==> config.mk <==
export PLATFORM = sky130hd
export DESIGN_NAME = pid_position_motor_drive
export DESIGN_NICKNAME = d
export VERILOG_FILES = /design/src/design/pidpm_pkg.sv /design/src/design/pidpm_ctrl.sv /design/src/design/pidpm_datapath.sv /design/src/design/pid_position_motor_drive.sv
export SDC_FILE = /design/constraint.sdc
export NUM_CORES = 2
export LEC_CHECK = 0
export BUFFER_PORTS_ARGS = -buffer_cell sky130_fd_sc_hd__buf_2
export CAP_MARGIN = 5
export CORE_MARGIN = 2
export CORE_UTILIZATION = 32
export DETAILED_ROUTE_END_ITERATION = 12
export PLACE_DENSITY = 0.46
export SLEW_MARGIN = 0
export SYNTH_ARGS = -nofsm -noshare
export SYNTH_HDL_FRONTEND = slang
export SYNTH_HIERARCHICAL = 1
export SYNTH_SLANG_ARGS = --single-unit
==> constraint.sdc <==
create_clock -name clock -period 20.5 [get_ports clock]
set_input_delay 0 -clock clock [delete_from_list [all_inputs] [get_ports clock]]
set_output_delay 0 -clock clock [all_outputs]
set_load 0.01 [all_outputs]
==> src/design/pidpm_pkg.sv <==
`timescale 1ns / 1ps
// Shared types and constants for the position PID motor drive.
// Used by pidpm_ctrl, pidpm_datapath and pid_position_motor_drive.
package pidpm_pkg;

   // Default number format: Q16.16 in a 32-bit signed word
   localparam int DATA_WIDTH_DEF  = 32;
   localparam int FRAC_BITS_DEF   = 16;

   // Fixed field widths
   localparam int IN_WIDTH        = 32;
   localparam int CFG_WIDTH       = 31;
   localparam int CSR_INDEX_WIDTH = 3;
   localparam int PWM_MAX         = 255;

   // Control and status register indexes
   localparam logic [CSR_INDEX_WIDTH-1:0] CSR_GAIN_PROP      = 3'd0;
   localparam logic [CSR_INDEX_WIDTH-1:0] CSR_GAIN_INTEGRAL  = 3'd1;
   localparam logic [CSR_INDEX_WIDTH-1:0] CSR_GAIN_DERIV     = 3'd2;
   localparam logic [CSR_INDEX_WIDTH-1:0] CSR_SAMPLE_PERIOD  = 3'd3;
   localparam logic [CSR_INDEX_WIDTH-1:0] CSR_INVERSE_PERIOD = 3'd4;
   localparam logic [CSR_INDEX_WIDTH-1:0] CSR_INTEGRAL_LIMIT = 3'd5;
   localparam logic [CSR_INDEX_WIDTH-1:0] CSR_EFFORT_TO_PWM  = 3'd6;

   // Register reset values
   localparam logic [CFG_WIDTH-1:0] RST_GAIN_PROP      = 31'd0;
   localparam logic [CFG_WIDTH-1:0] RST_GAIN_INTEGRAL  = 31'd0;
   localparam logic [CFG_WIDTH-1:0] RST_GAIN_DERIV     = 31'd0;
   localparam logic [CFG_WIDTH-1:0] RST_SAMPLE_PERIOD  = 31'd328;
   localparam logic [CFG_WIDTH-1:0] RST_INVERSE_PERIOD = 31'd13107200;
   localparam logic [CFG_WIDTH-1:0] RST_INTEGRAL_LIMIT = 31'd2147483647;
   localparam logic [CFG_WIDTH-1:0] RST_EFFORT_TO_PWM  = 31'd2088960;

   // Product sequence, one entry per use of the shared multiplier
   typedef enum logic [2:0] {
      OP_INTEG = 3'd0,   // error * sample period
      OP_DERIV = 3'd1,   // measurement step * inverse period
      OP_PROP  = 3'd2,   // error * proportional gain
      OP_IGAIN = 3'd3,   // integral * integral gain
      OP_DGAIN = 3'd4,   // derivative * derivative gain
      OP_PWM   = 3'd5    // effort * PWM scale
   } op_type;

   // Controller states, one-hot
   typedef enum logic [7:0] {
      S_IDLE  = 8'b0000_0001,
      S_LOAD  = 8'b0000_0010,
      S_SETUP = 8'b0000_0100,
      S_LO    = 8'b0000_1000,
      S_HI    = 8'b0001_0000,
      S_ACC   = 8'b0010_0000,
      S_CAP   = 8'b0100_0000,
      S_WB    = 8'b1000_0000
   } state_type;

   typedef struct packed {
      logic signed [IN_WIDTH-1:0] setpoint;
      logic signed [IN_WIDTH-1:0] measured;
   } req_payload_type;

   typedef struct packed {
      logic signed [8:0] drive_effort;
      logic [7:0]        forward_duty;
      logic [7:0]        reverse_duty;
   } rsp_payload_type;

   // Commands from the controller to the datapath
   typedef struct packed {
      logic   capture;
      logic   load;
      logic   setup;
      logic   mul_lo;
      logic   mul_hi;
      logic   mul_acc;
      logic   cap;
      logic   wb;
      op_type op;
   } cmd_type;

   // Status from the datapath to the controller
   typedef struct packed {
      logic out_busy;
   } status_type;

endpackage

==> src/design/pidpm_ctrl.sv <==
`timescale 1ns / 1ps
// Sequencer for the PID drive: steps the datapath through six products.
// Depends on pidpm_pkg.
module pidpm_ctrl (
   input  logic                  clock,
   input  logic                  reset,
   input  logic                  req_valid,
   output logic                  req_ready,
   output pidpm_pkg::cmd_type    cmd,
   input  pidpm_pkg::status_type status
);
   import pidpm_pkg::*;

   state_type state_ff, state_in;
   op_type    op_ff, op_in;

   // Take a request only between items
   assign req_ready = (state_ff == S_IDLE);

   // Next state and command decode
   always_comb begin
      state_in = state_ff;
      op_in    = op_ff;
      cmd      = '0;
      cmd.op   = op_ff;
      case (state_ff)
         S_IDLE: begin
            if (req_valid) begin
               cmd.capture = 1'b1;
               state_in    = S_LOAD;
            end
         end
         S_LOAD: begin
            cmd.load = 1'b1;
            op_in    = OP_INTEG;
            state_in = S_SETUP;
         end
         S_SETUP: begin
            cmd.setup = 1'b1;
            state_in  = S_LO;
         end
         S_LO: begin
            cmd.mul_lo = 1'b1;
            state_in   = S_HI;
         end
         S_HI: begin
            cmd.mul_hi = 1'b1;
            state_in   = S_ACC;
         end
         S_ACC: begin
            cmd.mul_acc = 1'b1;
            state_in    = S_CAP;
         end
         S_CAP: begin
            cmd.cap  = 1'b1;
            state_in = S_WB;
         end
         S_WB: begin
            if (op_ff == OP_PWM) begin
               // hold the last write-back until the result register frees up
               if (!status.out_busy) begin
                  cmd.wb   = 1'b1;
                  state_in = S_IDLE;
               end
            end else begin
               cmd.wb   = 1'b1;
               op_in    = op_type'(op_ff + 3'd1);
               state_in = S_SETUP;
            end
         end
         default: begin
            state_in = S_IDLE;
         end
      endcase
   end

   // State registers
   always_ff @(posedge clock) begin
      if (reset) begin
         state_ff <= S_IDLE;
         op_ff    <= OP_INTEG;
      end else begin
         state_ff <= state_in;
         op_ff    <= op_in;
      end
   end

   // An accepted request starts the load step
   a_accept_load: assert property (@(posedge clock) disable iff (reset)
      (req_valid && req_ready) |=> (state_ff == S_LOAD))
      else $error("accepted request did not start the load step");

   // Product sequence restarts at the integral step
   a_load_first_op: assert property (@(posedge clock) disable iff (reset)
      (state_ff == S_LOAD) |=> (op_ff == OP_INTEG))
      else $error("product sequence did not restart");

   // A stalled result holds the final write-back
   a_stall_hold: assert property (@(posedge clock) disable iff (reset)
      (state_ff == S_WB && op_ff == OP_PWM && status.out_busy) |=> (state_ff == S_WB))
      else $error("final write-back left while the result register was full");

endmodule

==> src/design/pidpm_datapath.sv <==
`timescale 1ns / 1ps
// Datapath for the PID drive: CSRs, loop state, shared split multiplier,
// saturation and the result register. Depends on pidpm_pkg.
module pidpm_datapath #(
   parameter int DATA_WIDTH = pidpm_pkg::DATA_WIDTH_DEF,
   parameter int FRAC_BITS  = pidpm_pkg::FRAC_BITS_DEF
) (
   input  logic                                     clock,
   input  logic                                     reset,
   input  logic                                     csr_valid,
   input  logic [pidpm_pkg::CSR_INDEX_WIDTH-1:0]    csr_index,
   input  logic [pidpm_pkg::CFG_WIDTH-1:0]          csr_wdata,
   input  pidpm_pkg::req_payload_type               req_data,
   input  pidpm_pkg::cmd_type                       cmd,
   output pidpm_pkg::status_type                    status,
   output logic                                     rsp_valid,
   input  logic                                     rsp_ready,
   output pidpm_pkg::rsp_payload_type               rsp_data
);
   import pidpm_pkg::*;

   localparam int DW  = DATA_WIDTH;
   localparam int HW  = (DW + 1) / 2;                     // low half of a magnitude
   localparam int PPW = HW + CFG_WIDTH;                   // partial product
   localparam int PW  = DW + CFG_WIDTH;                   // full product
   localparam int EW  = (DW > IN_WIDTH) ? DW : IN_WIDTH;  // input compare width
   localparam int SW  = DW + 2;                           // sums of up to three terms
   localparam logic [DW-1:0]        MAX_U = {1'b0, {(DW-1){1'b1}}};
   localparam logic signed [DW-1:0] MAX_S = {1'b0, {(DW-1){1'b1}}};
   localparam logic signed [DW-1:0] MIN_S = {1'b1, {(DW-1){1'b0}}};

   // Saturate a 32-bit input to the data range
   function automatic logic signed [DW-1:0] sat_in(input logic signed [IN_WIDTH-1:0] v);
      logic signed [EW-1:0] x;
      logic signed [DW-1:0] r;
      x = EW'(v);
      if (x > EW'(MAX_S)) begin
         r = MAX_S;
      end else if (x < EW'(MIN_S)) begin
         r = MIN_S;
      end else begin
         r = x[DW-1:0];
      end
      return r;
   endfunction

   // Saturate a widened sum to the data range
   function automatic logic signed [DW-1:0] sat_sum(input logic signed [SW-1:0] v);
      logic signed [DW-1:0] r;
      if (v > SW'(MAX_S)) begin
         r = MAX_S;
      end else if (v < SW'(MIN_S)) begin
         r = MIN_S;
      end else begin
         r = v[DW-1:0];
      end
      return r;
   endfunction

   // CSRs
   logic [CFG_WIDTH-1:0] gain_prop_ff, gain_integral_ff, gain_deriv_ff;
   logic [CFG_WIDTH-1:0] sample_period_ff, inverse_period_ff;
   logic [CFG_WIDTH-1:0] integral_limit_ff, effort_to_pwm_ff;
   logic [CFG_WIDTH-1:0] gain_prop_in, gain_integral_in, gain_deriv_in;
   logic [CFG_WIDTH-1:0] sample_period_in, inverse_period_in;
   logic [CFG_WIDTH-1:0] integral_limit_in, effort_to_pwm_in;

   // Loop state and working registers
   logic signed [DW-1:0] integ_ff, integ_in, prev_ff, prev_in;
   logic signed [DW-1:0] sp_ff, sp_in, ms_ff, ms_in;
   logic signed [DW-1:0] e_ff, e_in, dm_ff, dm_in, de_ff, de_in;
   logic signed [SW-1:0] sum_ff, sum_in;

   // Multiplier registers
   logic                 neg_ff, neg_in;
   logic [DW-1:0]        mag_ff, mag_in;
   logic [CFG_WIDTH-1:0] b_ff, b_in;
   logic [PPW-1:0]       pp_ff, pp_in;
   logic [PW-1:0]        acc_ff, acc_in;
   logic [DW-1:0]        r_ff, r_in;

   // Result register
   logic            rsp_valid_ff, rsp_valid_in;
   rsp_payload_type rsp_data_ff, rsp_data_in;

   // Combinational helpers
   logic signed [DW-1:0] a_sel;
   logic [CFG_WIDTH-1:0] b_sel;
   logic [HW-1:0]        mul_a;
   logic [PW-1:0]        shifted, cap_val;
   logic signed [DW:0]   sv;
   logic [DW-1:0]        lim_u;
   logic signed [DW-1:0] lim_s, integ_sat;

   // CSR writes; an index past the list is ignored
   always_comb begin
      gain_prop_in      = gain_prop_ff;
      gain_integral_in  = gain_integral_ff;
      gain_deriv_in     = gain_deriv_ff;
      sample_period_in  = sample_period_ff;
      inverse_period_in = inverse_period_ff;
      integral_limit_in = integral_limit_ff;
      effort_to_pwm_in  = effort_to_pwm_ff;
      if (csr_valid) begin
         case (csr_index)
            CSR_GAIN_PROP:      gain_prop_in      = csr_wdata;
            CSR_GAIN_INTEGRAL:  gain_integral_in  = csr_wdata;
            CSR_GAIN_DERIV:     gain_deriv_in     = csr_wdata;
            CSR_SAMPLE_PERIOD:  sample_period_in  = csr_wdata;
            CSR_INVERSE_PERIOD: inverse_period_in = csr_wdata;
            CSR_INTEGRAL_LIMIT: integral_limit_in = csr_wdata;
            CSR_EFFORT_TO_PWM:  effort_to_pwm_in  = csr_wdata;
            default: ;
         endcase
      end
   end

   // Pick the operands of the next product
   always_comb begin
      case (cmd.op)
         OP_INTEG: begin a_sel = e_ff;             b_sel = sample_period_ff;  end
         OP_DERIV: begin a_sel = dm_ff;            b_sel = inverse_period_ff; end
         OP_PROP:  begin a_sel = e_ff;             b_sel = gain_prop_ff;      end
         OP_IGAIN: begin a_sel = integ_ff;         b_sel = gain_integral_ff;  end
         OP_DGAIN: begin a_sel = de_ff;            b_sel = gain_deriv_ff;     end
         OP_PWM:   begin a_sel = sat_sum(sum_ff);  b_sel = effort_to_pwm_ff;  end
         default:  begin a_sel = '0;               b_sel = '0;                end
      endcase
   end

   // Shared multiplier takes the low half, then the high half
   assign mul_a = cmd.mul_hi ? HW'(mag_ff[DW-1:HW]) : mag_ff[HW-1:0];

   // Drop fraction bits and cap the magnitude
   assign shifted = (cmd.op == OP_PWM) ? (acc_ff >> (2 * FRAC_BITS)) : (acc_ff >> FRAC_BITS);
   assign cap_val = (cmd.op == OP_PWM) ? PW'(PWM_MAX) : (PW'(MAX_U) + PW'(neg_ff));

   // Signed result of the finished product
   assign sv = neg_ff ? -$signed({1'b0, r_ff}) : $signed({1'b0, r_ff});

   // Integral limit, capped to the data range
   always_comb begin
      lim_u = (EW'(integral_limit_ff) > EW'(MAX_U)) ? MAX_U : DW'(integral_limit_ff);
      lim_s = $signed(lim_u);
      integ_sat = sat_sum(SW'(integ_ff) + SW'(sv));
   end

   // Datapath next values
   always_comb begin
      sp_in    = sp_ff;
      ms_in    = ms_ff;
      e_in     = e_ff;
      dm_in    = dm_ff;
      de_in    = de_ff;
      prev_in  = prev_ff;
      integ_in = integ_ff;
      sum_in   = sum_ff;
      neg_in   = neg_ff;
      mag_in   = mag_ff;
      b_in     = b_ff;
      pp_in    = pp_ff;
      acc_in   = acc_ff;
      r_in     = r_ff;
      rsp_data_in  = rsp_data_ff;
      rsp_valid_in = rsp_valid_ff & ~rsp_ready;

      // capture saturated inputs
      if (cmd.capture) begin
         sp_in = sat_in(req_data.setpoint);
         ms_in = sat_in(req_data.measured);
      end

      // form error and measurement step, advance the last measurement
      if (cmd.load) begin
         e_in    = sat_sum(SW'(sp_ff) - SW'(ms_ff));
         dm_in   = sat_sum(SW'(prev_ff) - SW'(ms_ff));
         prev_in = ms_ff;
      end

      // split the operand into sign and magnitude
      if (cmd.setup) begin
         neg_in = a_sel[DW-1];
         mag_in = a_sel[DW-1] ? $unsigned(-a_sel) : $unsigned(a_sel);
         b_in   = b_sel;
      end

      // partial products and their sum
      if (cmd.mul_lo || cmd.mul_hi) begin
         pp_in = PPW'(mul_a) * PPW'(b_ff);
      end
      if (cmd.mul_hi) begin
         acc_in = PW'(pp_ff);
      end
      if (cmd.mul_acc) begin
         acc_in = acc_ff + (PW'(pp_ff) << HW);
      end

      // truncate toward zero and saturate the magnitude
      if (cmd.cap) begin
         r_in = (shifted > cap_val) ? DW'(cap_val) : shifted[DW-1:0];
      end

      // write the product back where it belongs
      if (cmd.wb) begin
         case (cmd.op)
            OP_INTEG: begin
               if (integ_sat > lim_s) begin
                  integ_in = lim_s;
               end else if (integ_sat < -lim_s) begin
                  integ_in = -lim_s;
               end else begin
                  integ_in = integ_sat;
               end
            end
            OP_DERIV: de_in  = sv[DW-1:0];
            OP_PROP:  sum_in = SW'(sv);
            OP_IGAIN: sum_in = sum_ff + SW'(sv);
            OP_DGAIN: sum_in = sum_ff + SW'(sv);
            OP_PWM: begin
               rsp_valid_in              = 1'b1;
               rsp_data_in.drive_effort  = sv[8:0];
               if (!neg_ff && r_ff != '0) begin
                  rsp_data_in.forward_duty = r_ff[7:0];
                  rsp_data_in.reverse_duty = 8'd0;
               end else begin
                  rsp_data_in.forward_duty = 8'd0;
                  rsp_data_in.reverse_duty = r_ff[7:0];
               end
            end
            default: ;
         endcase
      end
   end

   // Control state: CSRs, loop state, result valid
   always_ff @(posedge clock) begin
      if (reset) begin
         gain_prop_ff      <= RST_GAIN_PROP;
         gain_integral_ff  <= RST_GAIN_INTEGRAL;
         gain_deriv_ff     <= RST_GAIN_DERIV;
         sample_period_ff  <= RST_SAMPLE_PERIOD;
         inverse_period_ff <= RST_INVERSE_PERIOD;
         integral_limit_ff <= RST_INTEGRAL_LIMIT;
         effort_to_pwm_ff  <= RST_EFFORT_TO_PWM;
         integ_ff          <= '0;
         prev_ff           <= '0;
         rsp_valid_ff      <= 1'b0;
      end else begin
         gain_prop_ff      <= gain_prop_in;
         gain_integral_ff  <= gain_integral_in;
         gain_deriv_ff     <= gain_deriv_in;
         sample_period_ff  <= sample_period_in;
         inverse_period_ff <= inverse_period_in;
         integral_limit_ff <= integral_limit_in;
         effort_to_pwm_ff  <= effort_to_pwm_in;
         integ_ff          <= integ_in;
         prev_ff           <= prev_in;
         rsp_valid_ff      <= rsp_valid_in;
      end
   end

   // Payload registers
   always_ff @(posedge clock) begin
      sp_ff       <= sp_in;
      ms_ff       <= ms_in;
      e_ff        <= e_in;
      dm_ff       <= dm_in;
      de_ff       <= de_in;
      sum_ff      <= sum_in;
      neg_ff      <= neg_in;
      mag_ff      <= mag_in;
      b_ff        <= b_in;
      pp_ff       <= pp_in;
      acc_ff      <= acc_in;
      r_ff        <= r_in;
      rsp_data_ff <= rsp_data_in;
   end

   assign status.out_busy = rsp_valid_ff & ~rsp_ready;
   assign rsp_valid       = rsp_valid_ff;
   assign rsp_data        = rsp_data_ff;

   // Only one bridge channel drives at a time
   a_one_side: assert property (@(posedge clock) disable iff (reset)
      rsp_valid_ff |-> (rsp_data_ff.forward_duty == 8'd0 || rsp_data_ff.reverse_duty == 8'd0))
      else $error("both bridge channels driven");

   // Drive command never reaches -256
   a_drive_range: assert property (@(posedge clock) disable iff (reset)
      rsp_valid_ff |-> (rsp_data_ff.drive_effort[8] == 1'b0 ||
                        rsp_data_ff.drive_effort[7:0] != 8'd0))
      else $error("drive effort out of range");

   // PWM magnitude is capped at full duty
   a_pwm_cap: assert property (@(posedge clock) disable iff (reset)
      (cmd.cap && cmd.op == OP_PWM) |=> (r_ff <= DW'(PWM_MAX)))
      else $error("PWM magnitude above full duty");

endmodule

==> src/design/pid_position_motor_drive.sv <==
`timescale 1ns / 1ps
// Top level of the position PID motor drive with anti-windup and H-bridge split.
// Depends on pidpm_pkg, pidpm_ctrl and pidpm_datapath.
//
// Usage:
//   req_*  : one request carries a setpoint and a measured position (signed fixed
//            point). Each request yields exactly one response.
//   rsp_*  : drive_effort in -255..255 plus the forward and reverse duty of the bridge.
//   csr_*  : register writes, index 0..6 (gains, period, inverse period, integral
//            limit, PWM scale); always ready, indexes past the list are dropped.
//            Write only while no request is in flight.
// Timing: rsp_valid rises as the final write-back registers the result, and the
//   sequencer is back in idle in that same cycle; no new request is taken before
//   then. The pace is set by the single 31-bit multiplier, which forms six products,
//   each as two partial products: setup, low, high, accumulate, cap, write-back.
// A request may be accepted while the previous response still waits. If the
//   receiver stalls, the new result holds in its final step until the response
//   register frees up.
// Reset (synchronous) restores the register defaults and clears the integral
//   and the stored measurement.
module pid_position_motor_drive #(
   parameter int DATA_WIDTH = pidpm_pkg::DATA_WIDTH_DEF,
   parameter int FRAC_BITS  = pidpm_pkg::FRAC_BITS_DEF
) (
   input  logic                                  clock,
   input  logic                                  reset,
   input  logic                                  req_valid,
   output logic                                  req_ready,
   input  pidpm_pkg::req_payload_type            req_data,
   output logic                                  rsp_valid,
   input  logic                                  rsp_ready,
   output pidpm_pkg::rsp_payload_type            rsp_data,
   input  logic                                  csr_valid,
   output logic                                  csr_ready,
   input  logic [pidpm_pkg::CSR_INDEX_WIDTH-1:0] csr_index,
   input  logic [pidpm_pkg::CFG_WIDTH-1:0]       csr_wdata
);
   import pidpm_pkg::*;

   cmd_type    cmd;
   status_type status;

   // Register writes are always accepted and registered without a stall
   assign csr_ready = 1'b1;

   // Sequencer
   pidpm_ctrl u_ctrl (
      .clock     (clock),
      .reset     (reset),
      .req_valid (req_valid),
      .req_ready (req_ready),
      .cmd       (cmd),
      .status    (status)
   );

   // Arithmetic and storage
   pidpm_datapath #(
      .DATA_WIDTH (DATA_WIDTH),
      .FRAC_BITS  (FRAC_BITS)
   ) u_datapath (
      .clock     (clock),
      .reset     (reset),
      .csr_valid (csr_valid & csr_ready),
      .csr_index (csr_index),
      .csr_wdata (csr_wdata),
      .req_data  (req_data),
      .cmd       (cmd),
      .status    (status),
      .rsp_valid (rsp_valid),
      .rsp_ready (rsp_ready),
      .rsp_data  (rsp_data)
   );

endmodule
-- Word level (Yosys, flattened, before mapping)
Cells that the tools add are included.
- flip-flop bits (word level): 718
- input port bits: 103
- output and inout port bits: 28
- word-level logic and storage cells: 142
- add/sub/neg operators: 10
- $mul: 1
- order comparisons: 15
- equality and inequality tests: 22
- muxes and demuxes: 40
- bitwise gates (word level): 2
- reduce and logical (&&, ||, !) cells: 24
- operator list (kind ; number):
    $mux W32 ; 11
    $mux W63 ; 3
    $pmux W31 S6 ; 1
    $pmux W32 S5 ; 1
    $gt A34 B32 Y1 const B ; 4
    $lt A34 B32 Y1 const B ; 4
    $pmux W34 S2 ; 1
    $sub A32 B32 Y33 ; 2
    $gt A32 B32 Y1 const B ; 2
    $lt A32 B32 Y1 const B ; 2
    $pmux W8 S8 ; 1
    $add A63 B63 Y63 ; 1
    $gt A63 B63 Y1 ; 1
    $mul A16 B31 Y47 ; 1
    $mux W47 ; 1
    $add A32 B33 Y34 ; 1
    $add A34 B33 Y34 ; 1
    $mux W33 ; 1
    $neg A32 Y33 ; 1
    $add A31 B1 Y32 const A ; 1
    $gt A32 B32 Y1 ; 1
    $lt A32 B32 Y1 ; 1
    $neg A31 Y32 ; 1
    $neg A32 Y32 ; 1
    30 further kinds ; 69

-- Longest topological paths before layout
- depth after elaboration: 9
- depth in mapped cells: 37
- gate-level depth less buffers: 32

-- Cells and area by module
The synthesis kept the hierarchy.
- modules (own cells, without submodules) (module ; times used ; cells each ; area each (µm²) ; seq. area each (µm²)):
    pidpm_datapath ; 1 ; 6089 ; 56037.5 ; 17927.2
    pidpm_ctrl ; 1 ; 68 ; 606.8 ; 220.2
    pid_position_motor_drive ; 1 ; 2 ; 11.3 ; 0.0

-- Least setup slack after synthesis
No wires, ideal clock.
- path type: register to register
- start point: register u_datapath.r_ff[0]
- end point: register u_datapath.integ_ff[14]
- library setup time: 120 ps
- arrival time: 8047 ps
- data required time: 20380 ps
- path slack: 12333 ps
- cell stages (with the launch flop): 34
- path buffers: 5
- clock period less this slack: 8167 ps
- cells stage by stage: edfxtp_1 nor3_1 nand2_1 or3_1 or2_2 or3_1 or4_1 o41ai_1 xnor2_1 ha_1 a21o_1 a21o_1 a21o_1 or3_1 o32ai_2 xor2_1 a21o_1 clkbuf_1 clkbuf_1 a21oi_1 ha_1 nand4_1 nor3_1 nand4_1 o21bai_1 nor4bb_1 or4_1 clkbuf_1 and2_1 nand2b_1 buf_2 buf_2 nor2_1 a211o_1
- cells in the longest elaborated chain, start to end: 9
- elaborated cells between the ends (all ways): 11
- those cells by class: add/sub: 2; order compare: 4; mux: 5
- RTL lines (element ; line ; RTL):
    start: declaration ; pidpm_datapath.sv:80 ; logic [DW-1:0] r_ff, r_in;
    start signal: assignment ; pidpm_datapath.sv:275 ; r_ff <= r_in;
    $neg A32 Y33 * ; pidpm_datapath.sv:139 ; assign sv = neg_ff ? -$signed({1'b0, r_ff}) : $signed({1'b0, r_ff});
    $mux W33 * ; pidpm_datapath.sv:139 ;
    named net u_datapath.sv[25] ; pidpm_datapath.sv:91 ; logic signed [DW:0] sv;
    $add A32 B33 Y34 * ; pidpm_datapath.sv:145 ; integ_sat = sat_sum(SW'(integ_ff) + SW'(sv));
    $lt A34 B32 Y1 ; pidpm_datapath.sv:52 ; end else if (v < SW'(MIN_S)) begin
    $mux W32 ; pidpm_datapath.sv:52 ;
    $mux W32 * ; pidpm_datapath.sv:50 ; if (v > SW'(MAX_S)) begin
    $lt A32 B32 Y1 ; pidpm_datapath.sv:209 ; end else if (integ_sat < -lim_s) begin
    $mux W32 ; pidpm_datapath.sv:209 ;
    $mux W32 * ; pidpm_datapath.sv:207 ; if (integ_sat > lim_s) begin
    end signal: assignment ; pidpm_datapath.sv:256 ; integ_ff <= integ_in;
    end: declaration ; pidpm_datapath.sv:69 ; logic signed [DW-1:0] integ_ff, integ_in, prev_ff, prev_in;
Mark *: on every way through the listed nets, which the timed path passes. The rest lies on a longest branch.
A chain may end at the register's enable or synchronous reset.

-- Worst setup path after layout
- start point: register u_datapath.r_ff[0]
- end point: register u_datapath.integ_ff[2]
Same word-level chain as after synthesis.

==> reports/qor.yml <==
status: "completed"
async_flop_share_pct: 0
rsz0062_at_grt: "false"
viasPerCell: 5.14
die_y_um: 425
n_fill_cell: 18000
cts_htree_levels: 3
ys_ff_latch: 702
min_path_type: "in2reg"
tightest_slew_ns: 1.21
synth.largest_area_cell: "edfxtp_1"
overflow: 0
final_cell_mix: "1,080 x nand2_1, 535 x inv_1, 450 x a21oi_1, 409 x fa_1, 409 x edfxtp_1"
p_leak_uw: 0.0271
path_max_fanout: 28
dieArea_sq_um: 180000
ys_warn_count: 6
fin_crit_ns: 10.70
drive_above_1_share_pct: 8.56
wl_per_cell_um: 21.4
worstPathRequired_ns: 21.08
clk_pin_slew_worst_paths_ns: 0.06
clkLatencyLatePin_ns: 0.72
first_iter_violations: 2991
path_delay_family: "simple AND/OR/NAND/NOR gates"
ys.flop_type: "edfxtp_1"
syn_nets: 7064
port_buffers: 129
vias: 44700
drc_errors: 0
slew_violations: 0
gp_congestion: 0.915
worst_path_max_delay_cell: "o21a_1"
nets: 7189
die_w_um: 425
totalWireLength_mm: 186
drtAntennaViolNets: 0
area_growth_pct: 13.6
setup_viol: 0
slew_headroom_pct: 18.9
clkSinkCount: 702
antenna_found_initial: 6
end_kind: "flop"
synth_area_sq_um: 56700
avgSynthCellArea_sq_um: 9.20
cts_resized: 0
reg_top3: "u_datapath/acc_ff (47), u_datapath/pp_ff (47), u_datapath/sum_ff (34)"
cts_hold_buffers: 167
pin_count: 131
final_common_cell: "nand2_1"
ys_seq_area_share_pct: 32.0
fin_skew_ns: 0.0509
setup_tns_ns: 0
finalHoldViolCount: 0
grt_max_degree: 111
clockRootBuffer: "clkbuf_16"
numCtsBuffers: 86
rows: 154
cts_tree: "built"
peakVddDrop_mv: 0.0597
grt_pass1_vias: 45100
syn-instance-count: 6159
start_kind: "flop"
synth_top_cell_area_share_pct: 21.7
fin_crit_sh_pct: 52.2
setup.worst_path.class: "reg2reg"
maxCapViolCount: 0
holdWs_ns: 0.167
grt_pass1_wl_mm: 285
initial_core_util_pct: 32.2
synth_cell_types: 95
dr.pass1.iters: 6
dp_slack_ns: 9.87
core_area_sq_um: 176000
p_per_area_nw_per_um2: 70.9
hpwlAfterDp_mm: 136
ys_top_cells_by_area: "edfxtp_1 22%, fa_1 14%, dfxtp_1 10%"
total_power_uw: 4560
finalWorstSetupSlack_ns: 9.80
max_freq_ghz: 0.0934
grt_usage_pct: 20.5
post-cts-setup-buffers: 0
cts_buffer_depth: 3
arrival_ns: 11.28
slowest_delay_ns: 0.89
synth_edf_count: 409
cp.buffers_inverters: 0
## layout make-up
class,instances,area (sq um),area share [%]
clock inverter,44,537,0.834
multi-input combinational,4573,35300,54.9
timing repair buffer,385,2990,4.65
sequential,702,18200,28.2
clock buffer,116,2410,3.74
inverter,536,2010,3.13
tap,2340,2930,4.55
antenna,1,2.50,0.00389
## Yosys cell counts (140+ instances only)
cell         n
xnor2_1    181
nor2_1     286
ha_1       393
inv_1      536
nor2b_1    140
fa_1       409
clkbuf_1   311
dfxtp_1    293
nand2_1   1083
a21o_1     147
edfxtp_1   409
o21ai_0    184
a21oi_1    451
## metrics by stage
step,std cells,util [%],cell area [sq um]
6_report,8697,36.5,64300
5_1_grt,8696,36.5,64300
4_1_cts,8696,36.5,64300
3_5_place_dp,8369,33.9,59700
3_3_place_gp,8369,33.9,59700
2_1_floorplan,6159,-,56700
## kinds of logic after synthesis
kind of cell / Yosys count / share of synthesized area (%)
simple gates: 2064 / 16.8
compound gates: 1215 / 13.6
buf+inv: 884 / 5.91
fa+ha+maj: 814 / 23.3
flops: 702 / 32.0
xor+xnor: 280 / 4.36
mux: 199 / 3.94
other cells: 1 / 0.00662
## report_power, final
part	switching (uW)	internal (uW)	total (uW)
clock	672	935	1610
combinational	788	542	1330
sequential	30.6	1590	1620
total	1490	3070	4560
## final timing paths
kind / slack, ns / end / cells past startpoint / startpoint
max: 9.80 / u_datapath/integ_ff[2] / 28 / u_datapath/r_ff[0]
min: 0.17 / u_datapath/gain_integral_ff[6] / 4 / csr_wdata[6]
max reg2reg: 9.80 / u_datapath/integ_ff[2] / 28 / u_datapath/r_ff[0]
min reg2reg: 0.45 / u_datapath/gain_integral_ff[17] / 2 / u_datapath/gain_integral_ff[17]
## layer usage
| metal | vias to the layer above | global-route usage [%] | part of all wire [%] |
|---|---|---|---|
| met5 | - | 0 | 0.0038 |
| met4 | 2 | 5.98 | 2.9 |
| met3 | 214 | 2.46 | 4.7 |
| met2 | 1089 | 34.3 | 47 |
| met1 | 22200 | 27.8 | 45 |
| li1 | 21200 | - | - |
## worst min-delay path, delay by kind of cell
kind | cells | cell delay (ns)
buffers and inverters | 2 | 0.70
AND/OR/NAND/NOR | 1 | 0.06
AO/OA/AOI/OAI | 1 | 0.05
No activity file was read; power rests on OpenSTA's default activity.
